`src/hdl/chm_pkg.sv`:
```
// Shared types and constants of the chained hash map.
// Used by the interfaces, the controller, the datapath and the remainder unit.
package chm_pkg;

  localparam int KEY_W   = 64;
  localparam int VAL_W   = 64;
  localparam int OPC_W   = 3;
  localparam int HDL_W   = 8;
  localparam int CNT_W   = 9;
  localparam int CFG_W   = 7;
  localparam int STAT_W  = 2;
  localparam int DIGIT_W = 8;
  localparam int STEPS   = KEY_W / DIGIT_W;
  localparam int STEP_W  = $clog2(STEPS);

  typedef enum logic [OPC_W-1:0] {
    OP_INSERT = 3'd0,
    OP_LOOKUP = 3'd1,
    OP_REMOVE = 3'd2,
    OP_FIRST  = 3'd3,
    OP_NEXT   = 3'd4
  } op_e;

  typedef enum logic [STAT_W-1:0] {
    ST_OK        = 2'd0,
    ST_NOT_FOUND = 2'd1,
    ST_FULL      = 2'd2,
    ST_END       = 2'd3
  } status_e;

  typedef enum logic [4:0] {
    S_CLEAR, S_IDLE, S_DISP, S_REM, S_HEAD_RD, S_HEAD_CHK, S_CMP, S_CLR_USED,
    S_MISS, S_SCAN, S_LINK, S_FIRST, S_HCHK, S_HUSED, S_ITEM, S_FIN
  } state_e;

  typedef enum logic [4:0] {
    U_NOP, U_CLEAR, U_ACCEPT, U_HEAD_RD, U_HEAD_CHK, U_UPD, U_HIT, U_UNLINK,
    U_CLR_USED, U_STEP, U_STEP_END, U_FULL, U_SCAN_START, U_SCAN_NEXT, U_ALLOC,
    U_LINK, U_FIRST, U_USED_RD, U_NEXT, U_ITEM, U_LOAD_OUT
  } uop_e;

  typedef struct packed {
    uop_e uop;
  } cmd_t;

  typedef struct packed {
    logic [OPC_W-1:0] op;
    logic             clear_last;
    logic             rem_done;
    logic             head_none;
    logic             key_match;
    logic             next_none;
    logic             full;
    logic             free_found;
    logic             hdl_ok;
    logic             hdl_used;
    logic             ohead_none;
    logic             onext_none;
    logic             out_free;
  } stat_t;

endpackage

```
`src/hdl/chm_ctrl.sv`:
```
// Operation sequencer of the chained hash map.
// Depends on chm_pkg; drives micro-operations into chm_dp.
module chm_ctrl (
  input  logic           clk_i,
  input  logic           rst_ni,
  input  logic           req_valid_i,
  output logic           req_ready_o,
  input  chm_pkg::stat_t stat_i,
  output chm_pkg::cmd_t  cmd_o
);
  import chm_pkg::*;

  state_e state_q, state_d;

  always_ff @(posedge clk_i or negedge rst_ni) begin
    if (!rst_ni) begin
      state_q <= S_CLEAR;
    end else begin
      state_q <= state_d;
    end
  end

  always_comb begin
    state_d     = state_q;
    cmd_o.uop   = U_NOP;
    req_ready_o = 1'b0;
    case (state_q)
      S_CLEAR: begin
        cmd_o.uop = U_CLEAR;
        if (stat_i.clear_last) state_d = S_IDLE;
      end
      S_IDLE: begin
        req_ready_o = 1'b1;
        if (req_valid_i) begin
          cmd_o.uop = U_ACCEPT;
          state_d   = S_DISP;
        end
      end
      S_DISP: begin
        if (stat_i.op == OP_INSERT || stat_i.op == OP_LOOKUP || stat_i.op == OP_REMOVE)
          state_d = S_REM;
        else if (stat_i.op == OP_FIRST) state_d = S_FIRST;
        else if (stat_i.op == OP_NEXT) state_d = S_HCHK;
        else state_d = S_FIN;
      end
      S_REM: begin
        if (stat_i.rem_done) state_d = S_HEAD_RD;
      end
      S_HEAD_RD: begin
        cmd_o.uop = U_HEAD_RD;
        state_d   = S_HEAD_CHK;
      end
      S_HEAD_CHK: begin
        cmd_o.uop = U_HEAD_CHK;
        state_d   = stat_i.head_none ? S_MISS : S_CMP;
      end
      S_CMP: begin
        if (stat_i.key_match) begin
          if (stat_i.op == OP_INSERT) begin
            cmd_o.uop = U_UPD;
            state_d   = S_FIN;
          end else if (stat_i.op == OP_LOOKUP) begin
            cmd_o.uop = U_HIT;
            state_d   = S_FIN;
          end else begin
            cmd_o.uop = U_UNLINK;
            state_d   = S_CLR_USED;
          end
        end else if (stat_i.next_none) begin
          cmd_o.uop = U_STEP_END;
          state_d   = S_MISS;
        end else begin
          cmd_o.uop = U_STEP;
        end
      end
      S_CLR_USED: begin
        cmd_o.uop = U_CLR_USED;
        state_d   = S_FIN;
      end
      S_MISS: begin
        if (stat_i.op == OP_INSERT) begin
          if (stat_i.full) begin
            cmd_o.uop = U_FULL;
            state_d   = S_FIN;
          end else begin
            cmd_o.uop = U_SCAN_START;
            state_d   = S_SCAN;
          end
        end else begin
          state_d = S_FIN;
        end
      end
      S_SCAN: begin
        if (stat_i.free_found) begin
          cmd_o.uop = U_ALLOC;
          state_d   = S_LINK;
        end else begin
          cmd_o.uop = U_SCAN_NEXT;
        end
      end
      S_LINK: begin
        cmd_o.uop = U_LINK;
        state_d   = S_FIN;
      end
      S_FIRST: begin
        cmd_o.uop = U_FIRST;
        state_d   = stat_i.ohead_none ? S_FIN : S_ITEM;
      end
      S_HCHK: begin
        if (stat_i.hdl_ok) begin
          cmd_o.uop = U_USED_RD;
          state_d   = S_HUSED;
        end else begin
          state_d = S_FIN;
        end
      end
      S_HUSED: begin
        if (stat_i.hdl_used) begin
          cmd_o.uop = U_NEXT;
          state_d   = stat_i.onext_none ? S_FIN : S_ITEM;
        end else begin
          state_d = S_FIN;
        end
      end
      S_ITEM: begin
        cmd_o.uop = U_ITEM;
        state_d   = S_FIN;
      end
      S_FIN: begin
        if (stat_i.out_free) begin
          cmd_o.uop = U_LOAD_OUT;
          state_d   = S_IDLE;
        end
      end
      default: begin
        state_d = S_IDLE;
      end
    endcase
  end
endmodule

```
`config.mk`:
```
export PLATFORM = sky130hd
export DESIGN_NAME = chm_ctrl
export DESIGN_NICKNAME = d
export VERILOG_FILES = /design/src/hdl/chm_pkg.sv /design/src/hdl/chm_ctrl.sv
export SDC_FILE = /design/constraint.sdc
export NUM_CORES = 1
export LEC_CHECK = 0
export BUFFER_PORTS_ARGS = -buffer_cell sky130_fd_sc_hd__buf_2
export CAP_MARGIN = 10
export CORE_MARGIN = 2
export CORE_UTILIZATION = 30
export DETAILED_ROUTE_END_ITERATION = 6
export MAX_ROUTING_LAYER = met4
export PLACE_DENSITY = 0.57
export REMOVE_ABC_BUFFERS = 1
export SLEW_MARGIN = 5
export SYNTH_ARGS = -nofsm -noshare
export SYNTH_HDL_FRONTEND = slang
export SYNTH_SLANG_ARGS = --single-unit
```
`constraint.sdc`:
```
create_clock -name clk_i -period 4.21 [get_ports clk_i]
set_clock_uncertainty 0.15 [all_clocks]
set_input_delay 0.2105 -clock clk_i [delete_from_list [all_inputs] [get_ports clk_i]]
set_output_delay 0.2105 -clock clk_i [all_outputs]
set_load 0.01 [all_outputs]
```
# [Yosys cells after proc, flatten, opt, wreduce, memory -nomap -nowiden]
# Cells that the tools add are included.
[op_classes] eq_ne=25 muxes=33 reduce_logical=6
[op_table] operator="5-bit case mux with 14 select lines" count=2
[op_table] operator="5-bit 2-to-1 mux" count=12
[op_table] operator="5-bit by 4-bit equality test with 1-bit output, second input constant" count=8
[op_table] operator="5-bit by 3-bit equality test with 1-bit output, second input constant" count=4
[op_table] operator="4-bit 2-to-1 mux" count=5
[op_table] operator="2-bit 2-to-1 mux" count=6
[op_table] operator="5-bit by 2-bit equality test with 1-bit output, second input constant" count=2
[op_table] operator="2-bit != test, second input constant" count=5
[op_table] operator="3-bit 2-to-1 mux" count=3
[op_table] operator="3-bit by 2-bit equality test with 1-bit output, second input constant" count=2
[op_table] operator="6-bit AND reduction" count=1
[op_table] operator="5-bit by 1-bit equality test with 1-bit output, second input constant" count=1
[op_table] operator="5-bit logical NOT" count=1
[op_table] operator="1-bit 2-to-1 mux" count=5
[op_table] operator="3-bit by 1-bit equality test with 1-bit output, second input constant" count=1
[op_table] operator="3-bit equality test, second input constant" count=1
[op_table] operator="3-bit logical NOT" count=1
[op_table] operator="3-bit != test, second input constant" count=1
[op_table] operator="3-bit OR reduction" count=1
[op_table] operator="1-bit logical OR" count=2
[totals] regBits=5 inputBits=18 output_inout_bits=6 elab_cells=65

# [Logic depth before layout (Yosys ltp)]
[logic_depth] word_depth=5 mapped_depth=7 depth_no_buf=5

# [Worst setup path before layout]
# OpenSTA, ideal clock, no wires.
[synth_path] kind="reg2out" from="register state_q[3]" to="output cmd_o[0] in the netlist's numbering" arrival_ns=1.267 required_ns=3.849 setup_slack_ns=2.582 stages_incl_launch_ff=6 n_path_buf=2 path_cell_list="dfrtp_1 -> buf_2 -> buf_4 -> inv_2 -> a211o_1 -> a211o_1"
[synth_lines] item="start: declaration" line_no="chm_ctrl.sv:13" text="state_e state_q, state_d;"
[synth_lines] item="start signal: assignment" line_no="chm_ctrl.sv:19" text="state_q <= state_d;"
[synth_lines] item="end: declaration" line_no="chm_ctrl.sv:9" text="output chm_pkg::cmd_t cmd_o"

==> impl.org <==
** Outcome
- Outcome :: finished, final reports clean

** Cells and area
- Of the cells placed in the final design, the portion with a size suffix greater than 1 is 0.315.
- Fill cells in the final layout number 272.
- Register name with the most flops :: state_q
- The register with the most flip-flops in the layout has 4 of them.
- The multi-input combinational cells in the finished layout cover a total of 636 sq um.
- Registers take 100 sq um.
- Excluding fillers, the count of instances in the completed layout stands at 157.
- The final layout contains 147 nets.
- Largest regs :: state_q (4)
- Diodes inserted :: 0
- Layout Cell Area excl Fill :: 928 sq um
- Synth-to-layout area growth :: 14.2%
- Measured on the finished design, the core utilization comes to 0.368.

** Timing
- The count of final max-slew check failures was 0.
- The clock period could shrink to 2.50 ns.
- Worst rel slew slack :: 0.405
- Number of hold violations in the final report :: 0
- Final Cycle Share :: 0.595
- Worst-Margin Slew :: 0.892 ns
- Setup repair after global routing missed its margin :: no
- Adding up every negative setup slack in the final design gives 0 ns.
- Setup slack on the critical path of the routed design comes to 1.71 ns.
- Derived from the worst setup path, the maximum achievable clock frequency is 399 MHz.
- Final setup viols :: 0

** Logic synthesis
- After technology mapping, the gate count stands at 110.
- Synth area leaders :: dfrtp_1 (12%), o21ai_0 (8.0%), nand2b_1 (4.6%), nor2_1 (4.6%), a21oi_1 (4.3%)
- Post-Syn Area :: 813 sq um
- Post-synthesis share of cell area spent on xor and xnor gates :: 0
- Number of different library cells in the post-synthesis netlist :: 38
- Mean instance size in the synthesized netlist :: 7.39 sq um
- Of the synthesized area, sequential elements account for 0.123.
- Of all flip-flops after synthesis, the portion carrying an async set or reset was 1.00.
- Of the post-synthesis cell area, the dominant cell type holds 0.123.
- Of the post-synthesis cell area, the part taken by muxes is 0.0738.
- Adder-cell area share of the yosys netlist :: 0
- The most common cell in the synthesized netlist is o21ai_0.
- After synthesis, the largest family of logic cells by area is compound AO/OA/AOI/OAI gates.
- Most numerous cell types in the synthesized netlist :: o21ai_0 (13), nor2_1 (10), nand2_1 (8)
- EDFF count, synth :: 0
- Synth area leader :: dfrtp_1
- Yosys Warn Count :: 0
- Synthesis inferred 4 register bits.
- Area share of and/or/nand/nor cells after synthesis :: 0.328
- The complex-gate fraction of the synthesized area was 0.380.
- Most common flop cell mapped by yosys :: dfrtp_1

** Detailed routing
- Dividing the detail-routed wire length by the instance count gives 12.8 microns.
- Residual antenna-violating net count after detailed routing :: 0
- Drt drc :: 0
- Via density per instance :: 5.61
- Initial drt markers :: 14
- Drt first pass iters :: 4
- The routed design has 2010 microns of wire.
- The routed layout has 881 vias.

** Die
- Measured along the x axis, the die boundary spans 56.1 microns.
- Die extent in y :: 56.1 microns
- Number of placed I/O pins :: 24
- Core area :: 0.00252 sq mm
- The initial utilization of the core area, before any placement, comes to 0.322.
- After floorplanning, the core was divided into 18 placement rows.
- Die outline area :: 0.00314 sq mm

** Setup path
- Worst Setup End Kind :: output port
- STA classifies the critical path startpoint as a register.
- Data on the critical path is required at its endpoint by 3.85 ns.
- The setup path with the least slack is of type register to output port.
- In this run the worst path has a maximum fanout of 22.
- Arr. time, crit path :: 2.14 ns

** Clock tree
- Clock-pin slew was measured on the worst setup and hold paths at 0.04 ns.
- H-tree level count :: 1
- Quantity of hold-fixing buffers added after cts :: 1
- Total number of clock tree sinks :: 4
- Number of buffers inserted to repair setup after CTS :: 0
- The clock passes through at most 2 buffers.
- Number of buffers created by CTS :: 3
- Post-CTS repair changed the size of 0 cells.
- TritonCTS built the clock tree.
- The clock reaches the later pin of the worst-skew pair after 0.24 ns.
- Clock Root Buffer :: clkbuf_4

** Place
- Post-DP HPWL :: 1480 microns
- Post-place instance area :: 896 sq um
- Number of buffers inserted by port buffering :: 23
- Routability cong. :: 0.844
- Counting tap cells, the placed design contains a total of 153 instances.
- Timing analysis after detailed placement gives a worst setup slack of 1.98 ns.

** Global routing
- Number of antenna violations at the first check in global routing :: 0
- Global routing finished with a remaining overflow of 0.
- The first global-routing pass estimated 3350 microns of wire.
- The number of global-route vias before repair is 736.
- Entering global routing, the biggest net connects 30 pins.
- Aggregate global-route resource usage :: 0.129

** Min path
- The path class of the tightest hold or removal check is primary input to asynchronous set/reset pin.

** Power
- Maximum resistive drop on vdd :: 318 uV
- Power per standard cell area :: 727 mW/mm^2
- In this run the static leakage power is 0.393 nW.

** Job
- Maximum Capacitance Violations :: 0
-- metrics by stage --
step	hold WS, ns	total power, W
finish	0.159	0.000675
global route	0.194	0.000741
CTS	0.168	0.000673
detailed placement	-0.133	0.000623
global placement	-0.131	0.000623
floorplan	-0.235	0.000494
-- placed cells by master, fill, tap and decap left out, types with 2 or more instances in the layout --
cell      count
o21ai_0      13
o21ai_1       4
nand2_1       8
nor3_2        3
buf_2        23
nor2_1       10
a21oi_1       7
mux2i_1       3
nand3_1       4
nor3_1        3
dfrtp_1       4
inv_2         2
a211o_1       3
a211oi_1      2
o32ai_1       2
mux2_4        2
nand3b_1      2
clkbuf_4      3
nand2b_1      6
nor2b_1       5
-- power breakdown --
| part | switching (W) | internal [W] | total, W |
|---|---|---|---|
| sequential | 0.000128 | 0.0000580 | 0.000186 |
| combinational | 0.000212 | 0.000229 | 0.000441 |
| clock | 0.0000162 | 0.0000319 | 0.0000481 |
-- final timing paths --
check	startpoint	end	slack, ns	cells past startpoint
max	state_q[2]	cmd_o[0]	1.71	6
min	rst_ni	state_q[3]	0.16	2
max reg2reg	state_q[1]	state_q[1]	2.00	5
min reg2reg	state_q[3]	state_q[3]	0.77	2
max in group asynchronous	rst_ni	state_q[1]	3.63	2
min in group clk_i	stat_i[0]	state_q[3]	0.27	3
-- critical path: stages, from the launching register on --
cell and delay (ns):
dfrtp_1 0.78, nand2b_1 0.36, nor3_2 0.10, a32oi_1 0.23, a21oi_1 0.06, a211o_1 0.23, buf_2 0.14
-- layout make-up --
class / count / area share
Clock buffer: 3 / 0.0243
Inverter: 2 / 0.00809
Multi-Input combinational cell: 94 / 0.685
Sequential cell: 4 / 0.108
Tap cell: 30 / 0.0404
Timing Repair Buffer: 24 / 0.135
-- kinds of logic (layout without fill, tap and decap cells) --
kind of cell	after synthesis	after routing
AND/OR/NAND/NOR	46	46
multiplexers	5	5
buffers and inverters	12	29
AO/OA/AOI/OAI	43	43
flip-flops	4	4
-- routing by layer --
metal	share of wire	global-route usage	vias up	wire, microns
li1	-	-	442	-
met1	0.47	0.179	412	946
met2	0.48	0.207	25	970
met3	0.038	0.00698	2	77
met4	0.0094	0.0306	0	19
met5	0	-	-	0
Power figures use the tool's default switching activity.
